## src/rtl/core/min_vruntime_task_scheduler_assert.svh

```systemverilog
// Assertion macros for the minimum run time task scheduler.
`ifndef MIN_VRUNTIME_TASK_SCHEDULER_ASSERT_SVH
`define MIN_VRUNTIME_TASK_SCHEDULER_ASSERT_SVH

// Flag any cycle in which the condition holds.
`define MVTS_ASSERT_NEVER(lbl, cond, msg) \
  lbl: assert property (@(posedge clk) disable iff (rst) !(cond)) else $error(msg);

// Require the consequent in the cycle after the antecedent.
`define MVTS_ASSERT_NEXT(lbl, ante, cons, msg) \
  lbl: assert property (@(posedge clk) disable iff (rst) (ante) |=> (cons)) else $error(msg);

`endif

```

## src/rtl/core/mvts_pkg.sv

```systemverilog
// Shared types, codes and the run time charge function of the task scheduler.
package mvts_pkg;

  typedef logic [2:0] status_t;

  localparam status_t ST_WAITING  = 3'd0;
  localparam status_t ST_NOTIFIED = 3'd1;
  localparam status_t ST_PENDDEL  = 3'd2;
  localparam status_t ST_DEAD     = 3'd3;
  localparam status_t ST_READY    = 3'd4;
  localparam status_t ST_RUNNING  = 3'd5;
  localparam status_t ST_SLEEPING = 3'd6;

  localparam logic [2:0] REQ_ADD    = 3'd0;
  localparam logic [2:0] REQ_SCHED  = 3'd1;
  localparam logic [2:0] REQ_SLEEP  = 3'd2;
  localparam logic [2:0] REQ_NOTIFY = 3'd3;
  localparam logic [2:0] REQ_SETST  = 3'd4;

  localparam logic [47:0] RT_MAX = 48'hFFFF_FFFF_FFFF;

  typedef enum logic [2:0] {
    OP_ADD, OP_SCHED, OP_SLEEP, OP_NOTIFY, OP_SETST, OP_BAD
  } op_t;

  typedef enum logic [1:0] {
    KIND_NONE, KIND_TASK, KIND_IDLE
  } kind_t;

  typedef struct packed {
    op_t         op;
    logic [31:0] now;
    logic [15:0] tid;
    logic [31:0] dur;
    logic [2:0]  nst;
    logic [63:0] ctx;
  } cmd_t;

  typedef struct packed {
    logic        ok;
    logic [63:0] ctx;
    logic [15:0] running_id;
    logic        idle;
    logic [15:0] assigned;
  } res_t;

  typedef struct packed {
    logic [15:0] id;
    status_t     status;
    logic [47:0] run_time;
    logic [31:0] deadline;
    logic [31:0] run_start;
    logic [63:0] ctx;
    logic        notify;
  } slot_rec_t;

  // Charge elapsed ticks with saturation and save the context word.
  function automatic slot_rec_t charge_rec(slot_rec_t r, logic [31:0] now,
                                           logic [63:0] ctx);
    logic [47:0] d;
    logic [47:0] room;
    slot_rec_t   o;
    d = {16'd0, now - r.run_start};
    room = RT_MAX - d;
    o = r;
    o.ctx = ctx;
    o.run_time = (r.run_time >= room) ? RT_MAX : r.run_time + d;
    return o;
  endfunction

endpackage

```

## src/rtl/core/mvts_outq.sv

```systemverilog
// Result queue between the engine and the consumer.
module mvts_outq import mvts_pkg::*; (
  input  logic        clk,
  input  logic        rst,
  input  res_t        res,
  input  logic        res_push,
  output logic        res_full,
  output logic        empty,
  input  logic        pop,
  output logic        ok,
  output logic [63:0] context_out,
  output logic [15:0] running_id,
  output logic        idle_running,
  output logic [15:0] assigned_id
);

  res_t       q [2];
  logic       wp;
  logic       rp;
  logic [1:0] n;
  logic       wr;
  logic       rd;

  assign res_full     = (n == 2'd2);
  assign empty        = (n == 2'd0);
  assign wr           = res_push && !res_full;
  assign rd           = pop && !empty;
  assign ok           = q[rp].ok;
  assign context_out  = q[rp].ctx;
  assign running_id   = q[rp].running_id;
  assign idle_running = q[rp].idle;
  assign assigned_id  = q[rp].assigned;

  // Store result words in arrival order.
  always_ff @(posedge clk) begin
    if (wr) q[wp] <= res;
  end

  always_ff @(posedge clk) begin
    if (rst) begin
      wp <= 1'b0;
      rp <= 1'b0;
      n  <= 2'd0;
    end else begin
      if (wr) wp <= !wp;
      if (rd) rp <= !rp;
      n <= n + {1'b0, wr} - {1'b0, rd};
    end
  end

endmodule

```

## config.mk

```make
export PLATFORM = sky130hd
export DESIGN_NAME = mvts_outq
export DESIGN_NICKNAME = d
export VERILOG_FILES = /design/src/rtl/core/min_vruntime_task_scheduler_assert.svh /design/src/rtl/core/mvts_pkg.sv /design/src/rtl/core/mvts_outq.sv
export SDC_FILE = /design/constraint.sdc
export NUM_CORES = 1
export LEC_CHECK = 0
export ABC_AREA = 1
export ABC_CLOCK_PERIOD_IN_PS = 8400
export BUFFER_PORTS_ARGS = -buffer_cell sky130_fd_sc_hd__buf_2
export CAP_MARGIN = 10
export CORE_ASPECT_RATIO = 0.5
export CORE_MARGIN = 5
export CORE_UTILIZATION = 54
export CTS_BUF_LIST = sky130_fd_sc_hd__clkbuf_8
export CTS_CLUSTER_SIZE = 8
export DETAILED_ROUTE_END_ITERATION = 10
export PLACE_DENSITY = 0.86
export SYNTH_ARGS = -nofsm -noshare
export SYNTH_HDL_FRONTEND = slang
export SYNTH_SLANG_ARGS = --single-unit
```

## constraint.sdc

```tcl
create_clock -name clk -period 8.4 [get_ports clk]
set_input_delay 1.68 -clock clk [delete_from_list [all_inputs] [get_ports clk]]
set_output_delay 1.68 -clock clk [all_outputs]
set_load 0.05 [all_outputs]
```

# Word level (Yosys, flattened, before mapping)
# Memory sizes are Yosys's and may differ from the RTL's. A register that Yosys moved wholly into a read port is not among the register bits.
# Index checks and enable logic that the tools add are counted.
[classes]
n_addsub = 2
n_mul = 0
n_div = 0
magnitude_cmp = 0
n_eq_ne = 1
n_shift = 0
muxes = 4
n_bitwise = 0
n_reduce_logical = 7
[ops]
columns = ["cell", "n"]
rows = [
  ["logical NOT 1 bit", 4],
  ["two-way mux 1 bit", 4],
  ["adder 2 x 1 -> 2 bit", 1],
  ["equality test 2 bit, second input constant", 1],
  ["logical AND 1 bit", 2],
  ["logical NOT 2 bit", 1],
  ["subtractor 2 x 1 -> 2 bit", 1],
]
[totals]
register_bits = 4
latchBits = 0
ram_bits = 196
romBits = 0
in_bits = 102
out_inout_bits = 100
memories = 1
[memory_table]
columns = ["name", "words", "word_bits", "rd", "rd_ports_with_merged_regs", "write_ports", "line", "source"]
rows = [
  ["q", 2, 98, 1, 1, 1, "mvts_outq.sv:17", "res_t q [2];"],
]

# Depth between registers and ports, before layout
[depth]
depth_word = 5
mapped_depth = 11
ltp_nobuf = 11

# Worst setup path before layout
# No wires, ideal clock.
[synth_timing]
kind = "input to register"
from = "in res_push"
to = "mem q[0][0] (netlist name), enable pin"
setup_ns = 0.555
arrival_time_ns = 5.828
required_ns = 7.845
setup_slack_ns = 2.016
path_stages = 2
n_path_buf = 0
cell_sequence = "nand2_1 -> nor2_1"
[synth_between]
elab_chain_cells = 3
[synth_rtl]
columns = ["item", "line", "source"]
rows = [
  ["start, declared", "mvts_outq.sv:6", "input logic res_push,"],
  ["logical AND 1 bit", "mvts_outq.sv:26", "assign wr = res_push && !res_full;"],
  ["two-way mux 1 bit", "mvts_outq.sv:36", "if (wr) q[wp] <= res;"],
  ["two-way mux 1 bit (not written as such)", "mvts_outq.sv:36", ""],
  ["end, declared", "mvts_outq.sv:17", ""],
]
# Every way passes these cells.

==> reports/metrics.yaml <==
cts_resized: 0
synthFlopType: "edfxtp_1"
path_cells: "buf_4 > mux2_2 > buf_2"
antenna_found_initial: 0
avgViaCountPerCell: 5.06
fin_ws_ns: 4.03
timing.final.crit_share_pct: 52.1
drtAntennaViolNets: 0
numCtsBuffers: 29
initial_core_util_pct: 54.9
yosysUniqueCellTypes: 12
tns_ns: 0
gp_congestion: 0.760
grt_max_degree: 79
finClkSkew_ns: 0.0136
grt_use_met1_pct: 19.7
hp-class: "reg -> reg"
worstMarginPinSlew_ns: 1.04
status: "finished clean"
path_buf_inv: 2
portBuffers: 201
utilization_pct: 67.1
fmax_ghz: 0.229
holdBufCountCts: 0
die_w_um: 176
post_drt_wl_per_cell_um: 18.8
nNetsFinal: 673
synth_cells: 344
syn_area_per_cell_um2: 21.5
critPathMaxStageDelay_ns: 0.84
synth_nets: 448
crit_fanout: 71
total_leakage_power_nw: 3.52
use_met3_pct: 4.20
ys_ff_latch: 201
clk_latency_ns: 0.52
vias: 3844
synthArstFlopShare_pct: 0
synth.area.top_cells: "edfxtp_1 80%, mux2_2 12%, mux2_4 4.1%"
path_delay_family: "buffers and inverters"
coreArea_um2: 13500
finalWirelength_um: 14300
grt_pass1_wl_um: 21900
critPathCaptureType: "output port"
dieArea_um2: 16300
use_met2_pct: 31.7
cts-root-buf: "clkbuf_8"
gr-total-overflow: 0
min_period_ns: 4.37
arrival_ns: 2.69
dieHeight_um: 92.8
cts_tree: "yes"
hpwl_um: 9490
slowest_stage: "buf_4"
first_global_vias: 4185
top_usage_layer: "met2"
firstDrtPassIters: 4
synth.most_common_cell: "edfxtp_1"
io_pins: 202
setup_viol: 0
rsz0062_at_grt: "false"
finalHoldViolations: 0
clockBufferDepth: 3
ir_worst_vdd_mv: 0.238
drc_errors: 0
cts_setup_buffers: 0
power_w: 0.00306
timing.final.max_slew_violations: 0
yosys-top-cells-count: "196 x edfxtp_1, 78 x mux2_2, 20 x mux2_4"
cts_num_sinks: 201
cp_data_required_time_ns: 6.72
pre_cts_ws_ns: 4.56
synth-seq-area-share_pct: 80.9
syn2layout_area_growth_pct: 22.3
slew_headroom_pct: 30.5
synth_top_area_cell: "edfxtp_1"
synth_edf_count: 196
h-tree-depth: 1
start_kind: "flip-flop"
layout-drive-gt1-share_pct: 57.4
cellPowerDensity_nw_per_um2: 338
cap_violations: 0
std_cell_rows: 30
clk_pin_slew_ns: 0.06
track_usage_pct: 17.1
worstSetupPathType: "reg -> out"
drt_iter0_drc: 203
antenna_cells: 0
synth_top_area_share_pct: 79.6
ys_warn_count: 0
synth_area_um2: 7400
-- per-stage QoR --
stage,cells,hold slack [ns],instance area [um2]
floorplan,344,0.467,7400
global placement,714,0.487,8590
detailed placement,714,0.505,8590
CTS,760,0.529,9050
global route,760,0.586,9050
finish,760,0.530,9050
-- power by group --
group	leakage, nW	internal [W]	switching (W)
combinational	1.35	0.000298	0.000787
sequential	1.87	0.00127	0.0000520
clock	0.299	0.000315	0.000329
total	3.52	0.00189	0.00117
-- sequential cells by signal, summed over array words and instances, names as in the netlist, named ones only --
signal / flops
wp: 1
n: 2
rp: 1
q: 196
-- cell families after synthesis --
logic type | Yosys count | synth area share, %
AOI/OAI and AO/OA | 2 | 0.135
adders and majority gates | 2 | 0.338
buffers and inverters | 21 | 1.59
DFF | 201 | 80.9
muxes | 98 | 15.9
and+or+nand+nor | 20 | 1.07
-- routing by layer --
metal,part of all wire (%),vias up,wire [um]
li1,-,1791,-
met4,2.3,0,329
met1,39,1918,5550
met2,54,111,7700
met3,4.9,24,696
met5,0,-,0
-- worst paths after layout --
kind	endpoint	cells past startpoint	slack, ns	from
min	rp	2	0.53	rp
min reg2reg	rp	2	0.53	rp
max reg2reg	q[0][92]	6	6.02	n[0]
max	context_out[36]	3	4.03	flip-flop
-- layout make-up --
class | instances | area [um2]
repair buffers | 205 | 1040
flip-flops and latches | 201 | 5990
clock buffers | 29 | 399
multi-input cells | 122 | 1300
inverters | 10 | 40.0
fillers | 902 | 4430
clock inverters | 17 | 63.8
well taps | 176 | 220
-- layout by cell type (no fill, tap or decap) --
cell type,count
inv_1,26
nor2_4,1
nand2_1,8
a21oi_1,2
inv_4,1
buf_2,201
nand3_1,3
nor2_1,8
edfxtp_1,196
ha_1,2
dfxtp_4,1
dfxtp_1,4
clkbuf_8,29
mux2_4,20
mux2_2,78
buf_4,4
-- worst register-to-register path, cell delays in order (launching register included) --
cell	delay (ns)
dfxtp_1	0.35
inv_1	0.06
nand2_1	0.11
nand2_1	0.13
nor2_4	0.09
buf_4	0.50
buf_4	0.72
(Power assumes the default switching activity.)
