## config.mk

```make
export PLATFORM = sky130hd
export DESIGN_NAME = mvts_front
export DESIGN_NICKNAME = d
export VERILOG_FILES = /design/src/rtl/core/min_vruntime_task_scheduler_assert.svh /design/src/rtl/core/mvts_pkg.sv /design/src/rtl/core/mvts_front.sv
export SDC_FILE = /design/constraint.sdc
export NUM_CORES = 1
export LEC_CHECK = 0
export BUFFER_PORTS_ARGS = -buffer_cell sky130_fd_sc_hd__buf_4
export CAP_MARGIN = 30
export CORE_MARGIN = 5
export CORE_UTILIZATION = 40
export CTS_BUF_LIST = sky130_fd_sc_hd__clkbuf_16
export CTS_CLUSTER_SIZE = 40
export DETAILED_ROUTE_END_ITERATION = 8
export HOLD_SLACK_MARGIN = 0.05
export PLACE_DENSITY_LB_ADDON = 0.15
export SLEW_MARGIN = 15
export SYNTH_ARGS = -nofsm -noshare
export SYNTH_HDL_FRONTEND = slang
export SYNTH_SLANG_ARGS = --single-unit
```

## constraint.sdc

```tcl
create_clock -name clk -period 10.8 [get_ports clk]
set_input_delay 0.54 -clock clk [delete_from_list [all_inputs] [get_ports clk]]
set_output_delay 0.54 -clock clk [all_outputs]
set_load 0.005 [all_outputs]
```

## src/rtl/core/min_vruntime_task_scheduler_assert.svh

```systemverilog
// Assertion macros for the minimum run time task scheduler.
`ifndef MIN_VRUNTIME_TASK_SCHEDULER_ASSERT_SVH
`define MIN_VRUNTIME_TASK_SCHEDULER_ASSERT_SVH

// Flag any cycle in which the condition holds.
`define MVTS_ASSERT_NEVER(lbl, cond, msg) \
  lbl: assert property (@(posedge clk) disable iff (rst) !(cond)) else $error(msg);

// Require the consequent in the cycle after the antecedent.
`define MVTS_ASSERT_NEXT(lbl, ante, cons, msg) \
  lbl: assert property (@(posedge clk) disable iff (rst) (ante) |=> (cons)) else $error(msg);

`endif

```

## src/rtl/core/mvts_pkg.sv

```systemverilog
// Shared types, codes and the run time charge function of the task scheduler.
package mvts_pkg;

  typedef logic [2:0] status_t;

  localparam status_t ST_WAITING  = 3'd0;
  localparam status_t ST_NOTIFIED = 3'd1;
  localparam status_t ST_PENDDEL  = 3'd2;
  localparam status_t ST_DEAD     = 3'd3;
  localparam status_t ST_READY    = 3'd4;
  localparam status_t ST_RUNNING  = 3'd5;
  localparam status_t ST_SLEEPING = 3'd6;

  localparam logic [2:0] REQ_ADD    = 3'd0;
  localparam logic [2:0] REQ_SCHED  = 3'd1;
  localparam logic [2:0] REQ_SLEEP  = 3'd2;
  localparam logic [2:0] REQ_NOTIFY = 3'd3;
  localparam logic [2:0] REQ_SETST  = 3'd4;

  localparam logic [47:0] RT_MAX = 48'hFFFF_FFFF_FFFF;

  typedef enum logic [2:0] {
    OP_ADD, OP_SCHED, OP_SLEEP, OP_NOTIFY, OP_SETST, OP_BAD
  } op_t;

  typedef enum logic [1:0] {
    KIND_NONE, KIND_TASK, KIND_IDLE
  } kind_t;

  typedef struct packed {
    op_t         op;
    logic [31:0] now;
    logic [15:0] tid;
    logic [31:0] dur;
    logic [2:0]  nst;
    logic [63:0] ctx;
  } cmd_t;

  typedef struct packed {
    logic        ok;
    logic [63:0] ctx;
    logic [15:0] running_id;
    logic        idle;
    logic [15:0] assigned;
  } res_t;

  typedef struct packed {
    logic [15:0] id;
    status_t     status;
    logic [47:0] run_time;
    logic [31:0] deadline;
    logic [31:0] run_start;
    logic [63:0] ctx;
    logic        notify;
  } slot_rec_t;

  // Charge elapsed ticks with saturation and save the context word.
  function automatic slot_rec_t charge_rec(slot_rec_t r, logic [31:0] now,
                                           logic [63:0] ctx);
    logic [47:0] d;
    logic [47:0] room;
    slot_rec_t   o;
    d = {16'd0, now - r.run_start};
    room = RT_MAX - d;
    o = r;
    o.ctx = ctx;
    o.run_time = (r.run_time >= room) ? RT_MAX : r.run_time + d;
    return o;
  endfunction

endpackage

```

## src/rtl/core/mvts_front.sv

```systemverilog
// Command intake: decode the request code and queue commands for the engine.
module mvts_front import mvts_pkg::*; (
  input  logic        clk,
  input  logic        rst,
  input  logic        push,
  output logic        full,
  input  logic [2:0]  req_type,
  input  logic [31:0] now,
  input  logic [15:0] task_id,
  input  logic [31:0] duration,
  input  logic [2:0]  new_state,
  input  logic [63:0] context_in,
  output cmd_t        cmd,
  output logic        cmd_empty,
  input  logic        cmd_pop
);

  cmd_t       q [2];
  logic       wp;
  logic       rp;
  logic [1:0] n;
  logic       wr;
  logic       rd;
  op_t        op;

  // Classify the request code.
  always_comb begin
    unique case (req_type)
      REQ_ADD:    op = OP_ADD;
      REQ_SCHED:  op = OP_SCHED;
      REQ_SLEEP:  op = OP_SLEEP;
      REQ_NOTIFY: op = OP_NOTIFY;
      REQ_SETST:  op = OP_SETST;
      default:    op = OP_BAD;
    endcase
  end

  assign full      = (n == 2'd2);
  assign cmd_empty = (n == 2'd0);
  assign wr        = push && !full;
  assign rd        = cmd_pop && !cmd_empty;
  assign cmd       = q[rp];

  // Hold decoded words until the engine takes them.
  always_ff @(posedge clk) begin
    if (wr) begin
      q[wp] <= '{op: op, now: now, tid: task_id, dur: duration,
                 nst: new_state, ctx: context_in};
    end
  end

  always_ff @(posedge clk) begin
    if (rst) begin
      wp <= 1'b0;
      rp <= 1'b0;
      n  <= 2'd0;
    end else begin
      if (wr) wp <= !wp;
      if (rd) rp <= !rp;
      n <= n + {1'b0, wr} - {1'b0, rd};
    end
  end

endmodule

```

### Word level (Yosys, flattened, before mapping)

Memory sizes are Yosys's and may differ from the RTL's. A register that Yosys moved wholly into a read port is not among the register bits.
Cells that the tools add are included.

* add/subtract/negate cells: 2
* muxes and demuxes: 5
* eq/ne operators: 5
* reductions and logical operators: 8

Operators by type and width (number)
* $pmux 3 s5: 1
* $eq 3x2->1 const B: 2
* $logic_not 1->1: 4
* $mux 1: 4
* $eq 3x1->1 const B: 1
* $eq 3x3->1 const B: 1
* $logic_not 3->1: 1
* $add 2x1->2: 1
* $eq 2x2->1 const B: 1
* $logic_and 1x1->1: 2
* $logic_not 2->1: 1
* $sub 2x1->2: 1

* output and inout port bits: 152
* logic and storage cells: 24
* memories kept: 1
* memory bits (writable): 300
* bits in registers: 4

Memories
* q: words 2, width 150, rd ports 1, clocked after Yosys merged registers in 1, write ports 1, RTL line mvts_front.sv:18 `cmd_t q [2];`

### Longest topological paths before layout

* depth after elaboration: 5
* depth in mapped cells: 8
* mapped depth without buffers: 8

### Worst setup path after synthesis

Ideal clock, no wire load.

* path type: input port to flip-flop
* from: input port push
* to: memory q[1][0] in the netlist's numbering (enable)
* setup slack: 6.239 ns
* setup time: 0.528 ns
* cell stages on the path: 1
* arrival: 4.032 ns
* required time: 10.272 ns
* cell sequence: and3_1

* word-level cells in the longest chain between the ends: 3

RTL lines
* from (decl): RTL line mvts_front.sv:5 `input logic push,`
* $logic_and 1x1->1: RTL line mvts_front.sv:40 `assign wr = push && !full;`
* $mux 1: RTL line mvts_front.sv:46 `if (wr) begin`
* $mux 1 (implied by the code): RTL line mvts_front.sv:47 `q[wp] <= '{op: op, now: now, tid: task_id, dur: duration,`
* to (decl): RTL line mvts_front.sv:18

No other way between the ends.

==> results.md <==
- The run finished with clean final reports.
- Headroom to the max-slew limit came out at a little under two fifths.
- The HPWL after detailed placement is approximately 16 mm.
- For this configuration, the core starts out at a cell density of about two fifths.
- By area, the combinational part of the netlist is dominated by multiplexers.
- The simple-gate portion of the synthesized area is less than 1%.
- The worst setup slack after placement is 7590 ps.
- The total power of the final layout is 3630 uW.
- The total count of max-transition violations in the final report was 0.
- The endpoint arrival time on the critical path is approximately 2800 ps.
- The count of buffers added by post-CTS timing repair for setup is 0.
- Yosys mapped the design onto 24 distinct sky130hd cell types.
- The largest fanout on the critical path is 53.
- The critical path required time is about 10,000 ps.
- The final net count is 981.
- The critical path contains buffers and inverters numbering 2 combined.
- The tightest min-delay check is of the in -> reg type.
- The top-level I/O count is a little over 300.
- Across the routed clock network, the largest skew measured is 16.1 ps.
- Cell internal power was estimated by the tool at 2720 uW.
- The xor-xnor portion of the synthesized cell area is 0.152%.
- For this block, the initial DRC count from the detailed router was between 200 and 300.
- Of the available clock period, the critical path in the final layout requires between 30% and 40%.
- Across the run, the number of max-cap violations was 0.
- The filler cells instantiated in the layout total 2,288.
- Sequential elements use between 70% and 80% of the synthesized area.
- The residual antenna-violating net count after detailed routing is 0.
- Clock-pin slew was measured on the worst setup and hold paths at 60 ps.
- In this design, the stage delay of the slowest critical-path cell is just under 900 ps.
- The width of the die is between 150 and 200 um.
- The adder-cell share of the synthesized area is 0.218%.
- The post-synthesis area per instance is 23.1 um2.
- The count of unresolved DRC violations after routing is 0.
- In the synthesized netlist the async set-or-reset flop fraction comes to 0%.
- The H-tree was split into 2 levels.
- The analysis attributes to net switching a power of approximately 900 uW.
- Input and output buffers added on the ports amount to 305.
- Grouping stages by cell kind, the critical path spends the most delay in buffers and inverters.
- The vias after detailed routing is between 5,000 and 6,000.
- The area occupied by registers is around 0.0091 mm2.
- The relative contribution of sequential cells to total power is a little over two fifths.
- The total wire length is ~24 mm.
- The post-synthesis net count is roughly 650.
- The floorplan step defined a die boundary enclosing about 0.032 mm2.
- Using the TritonRoute via totals, the vias-per-cell ratio works out to 4.64.
- The share of cell area taken by muxes after synthesis is between 15 and 20%.
- The endpoint class of the critical path is a primary output.
- The via count of the first global-routing pass is 6,338.
- At the later pin of the worst-skew pair, clock insertion delay measures between 400 and 500 ps.
- The number of core rows is 62.
- TritonCTS built the clock tree.
- The first detailed-routing pass ran for 4 iterations.
- The relative area change from synthesis to final layout is 32.3%.
- The number of antenna violations at the first check in global routing is 4.
- The synthesized design contains 300 enable-type register cells.
- In the global route stage, overall resource usage came out at 14.2%.
- The vertical die dimension is around 180 um.
- Traced cell by cell, the critical path runs through buf_4 -> mux2_2 -> buf_4.
- For this run the aggregate overflow at the end of global routing stands at 0.
- The critical path's most frequent cell is sky130_fd_sc_hd__buf_4.
- The synthesis warning total is 0.
- For the final routed database, the setup TNS stands at 0 ps.
- Setup violations remaining at the end of the flow were counted as 0.
- No sink is reached through more buffers than the 3 on the longest clock path.
- For this run, the number of standard cells in the final layout without fillers is 1,232.
- The number of clock sinks is a little over 300.
- The startpoint class of the critical path is a flop.
- In this run switching power makes up between 20% and 30% of total power.
- The share of power burned in combinational logic is between 20% and 30%.
- Gates resized during post-CTS repair numbered 0.
- The buffer type at the clock tree root is sky130_fd_sc_hd__clkbuf_16.
- The wire length of the first global-routing pass is about 36 mm.
- The clock network burns between 20% and 30% of the power.
- After synthesis the netlist holds a flip-flop and latch count of 305.
- The number of hold buffers added after CTS is 0.
- The synthesized netlist occupies a cell area of roughly 0.011 mm2.
- The share of the synthesized area in compound gates (AO/OA/AOI/OAI) is 0.218%.
- The minimum setup slack in the final design is between 7000 and 8000 ps.
- The cell with the largest stage delay on the worst path is sky130_fd_sc_hd__dfxtp_4.
- The wire length per cell after detailed routing is a little under 20 um.
- In this run, placement finished with an instance count of roughly 1,200.
- Cells fill roughly 53% of the core in the end.
- The instance count of the mapped netlist is slightly below 500.
- Clock tree synthesis inserted a total of 34 buffers.
- The worst-case vdd ir drop is roughly 0.25 mV.
- Power spread over the standard cell area amounts to 239 mW/mm2.
- The worst path in the final design needs a cycle of between 3000 and 4000 ps, including I/O delays and setup.
- The worst setup path is of the reg -> out kind.
- The analysis attributes to cell leakage a power of between 0.005 and 0.006 uW.
- The share of final-layout standard cells stronger than drive strength 1 is 60.1%.
- The achievable frequency is approximately 300 MHz.
- Summing all multi-input logic gate instances after layout gives 0.00220 mm2.
- The floorplan step defined a core boundary enclosing approximately 0.029 mm2.
- The most used flip-flop cell after synthesis is sky130_fd_sc_hd__edfxtp_1.
- Setup repair after global routing left no endpoint under its margin.
- The number of antenna diodes is 0.
- The final count of hold timing violations is 0.
- The worst-margin pin slew is 927 ps.
- Entering global routing, the biggest net connects 94 pins.
- Routability-driven placement finished with a final weighted congestion of 0.736.
-- through the flow --
| step | instance area (um2) | hold WS (ps) |
|---|---|---|
| after CTS | 15200 | 191 |
| after global routing | 15200 | 198 |
| after floorplan | 11500 | 452 |
| after global placement | 14100 | 473 |
| after detailed placement | 14100 | 510 |
| final | 15200 | 219 |
-- final timing paths --
kind	start	end	slack, ps	cells after the start
max	flop	cmd[20]	7460	3
max reg2reg	n[0]	q[1][67]	7760	4
min	duration[3]	q[0][70]	220	1
min reg2reg	wp	wp	520	2
-- flip-flops by register name (all words and copies together), names as in the netlist, named ones only --
signal and cells:
wp 1, q 300, rp 1, n 2
-- power by group through the flow --
stage	Clock [uW]	Combinational, uW	Sequential [uW]
4_1_cts	1110	994	1590
3_5_place_dp	0	990	1610
2_1_floorplan	0	568	1590
5_1_grt	1160	1040	1600
3_3_place_gp	0	981	1600
6_report	1070	969	1580
-- cell usage in the layout, fill, tap and decap left out, types with 2 or more instances in the layout --
master | netlist | layout
sky130_fd_sc_hd__mux2_2 | 50 | 50
sky130_fd_sc_hd__clkinv_2 | 0 | 4
sky130_fd_sc_hd__clkinv_1 | 0 | 6
sky130_fd_sc_hd__inv_1 | 4 | 10
sky130_fd_sc_hd__buf_4 | 0 | 310
sky130_fd_sc_hd__inv_6 | 0 | 3
sky130_fd_sc_hd__dfxtp_1 | 5 | 4
sky130_fd_sc_hd__ha_1 | 2 | 2
sky130_fd_sc_hd__edfxtp_1 | 300 | 300
sky130_fd_sc_hd__mux2_4 | 100 | 100
sky130_fd_sc_hd__nor2_1 | 4 | 4
sky130_fd_sc_hd__clkbuf_16 | 0 | 37
sky130_fd_sc_hd__nor2b_1 | 2 | 2
-- synth_stat cells, types with 2 or more instances --
cell | number | area share, %
sky130_fd_sc_hd__nor2b_1 | 2 | 0.11
sky130_fd_sc_hd__buf_6 | 11 | 1.1
sky130_fd_sc_hd__dfxtp_1 | 5 | 0.87
sky130_fd_sc_hd__nor2_1 | 4 | 0.13
sky130_fd_sc_hd__inv_1 | 4 | 0.13
sky130_fd_sc_hd__ha_1 | 2 | 0.22
sky130_fd_sc_hd__mux2_2 | 50 | 4.9
sky130_fd_sc_hd__edfxtp_1 | 300 | 78
sky130_fd_sc_hd__mux2_4 | 100 | 13
sky130_fd_sc_hd__buf_2 | 5 | 0.22
-- logic make-up after synthesis --
kind of cell,count (synthesis)
buffers and inverters,22
AOI/OAI and AO/OA,4
DFF,305
xor gates and xnor gates,2
adders and majority gates,2
muxes,150
and+or+nand+nor,12
-- layer usage --
layer	GRT usage [%]	vias up	wire length [um]	share of wire, %
met5	0	-	61	0.25
met4	4.08	8	549	2.3
met3	6.35	48	2330	9.7
met2	22.3	239	11100	46
met1	17.9	2805	10000	42
li1	-	2619	-	-
-- area by class of cell --
cell class / instances / area share (%)
repair buffers: 310 / 15.3
multi-input cells: 170 / 14.5
flip-flops and latches: 305 / 60.0
clock inverters: 22 / 0.873
inverters: 4 / 0.132
well taps: 384 / 3.16
clock buffers: 37 / 6.09
No activity file was read; power rests on OpenSTA's default activity.
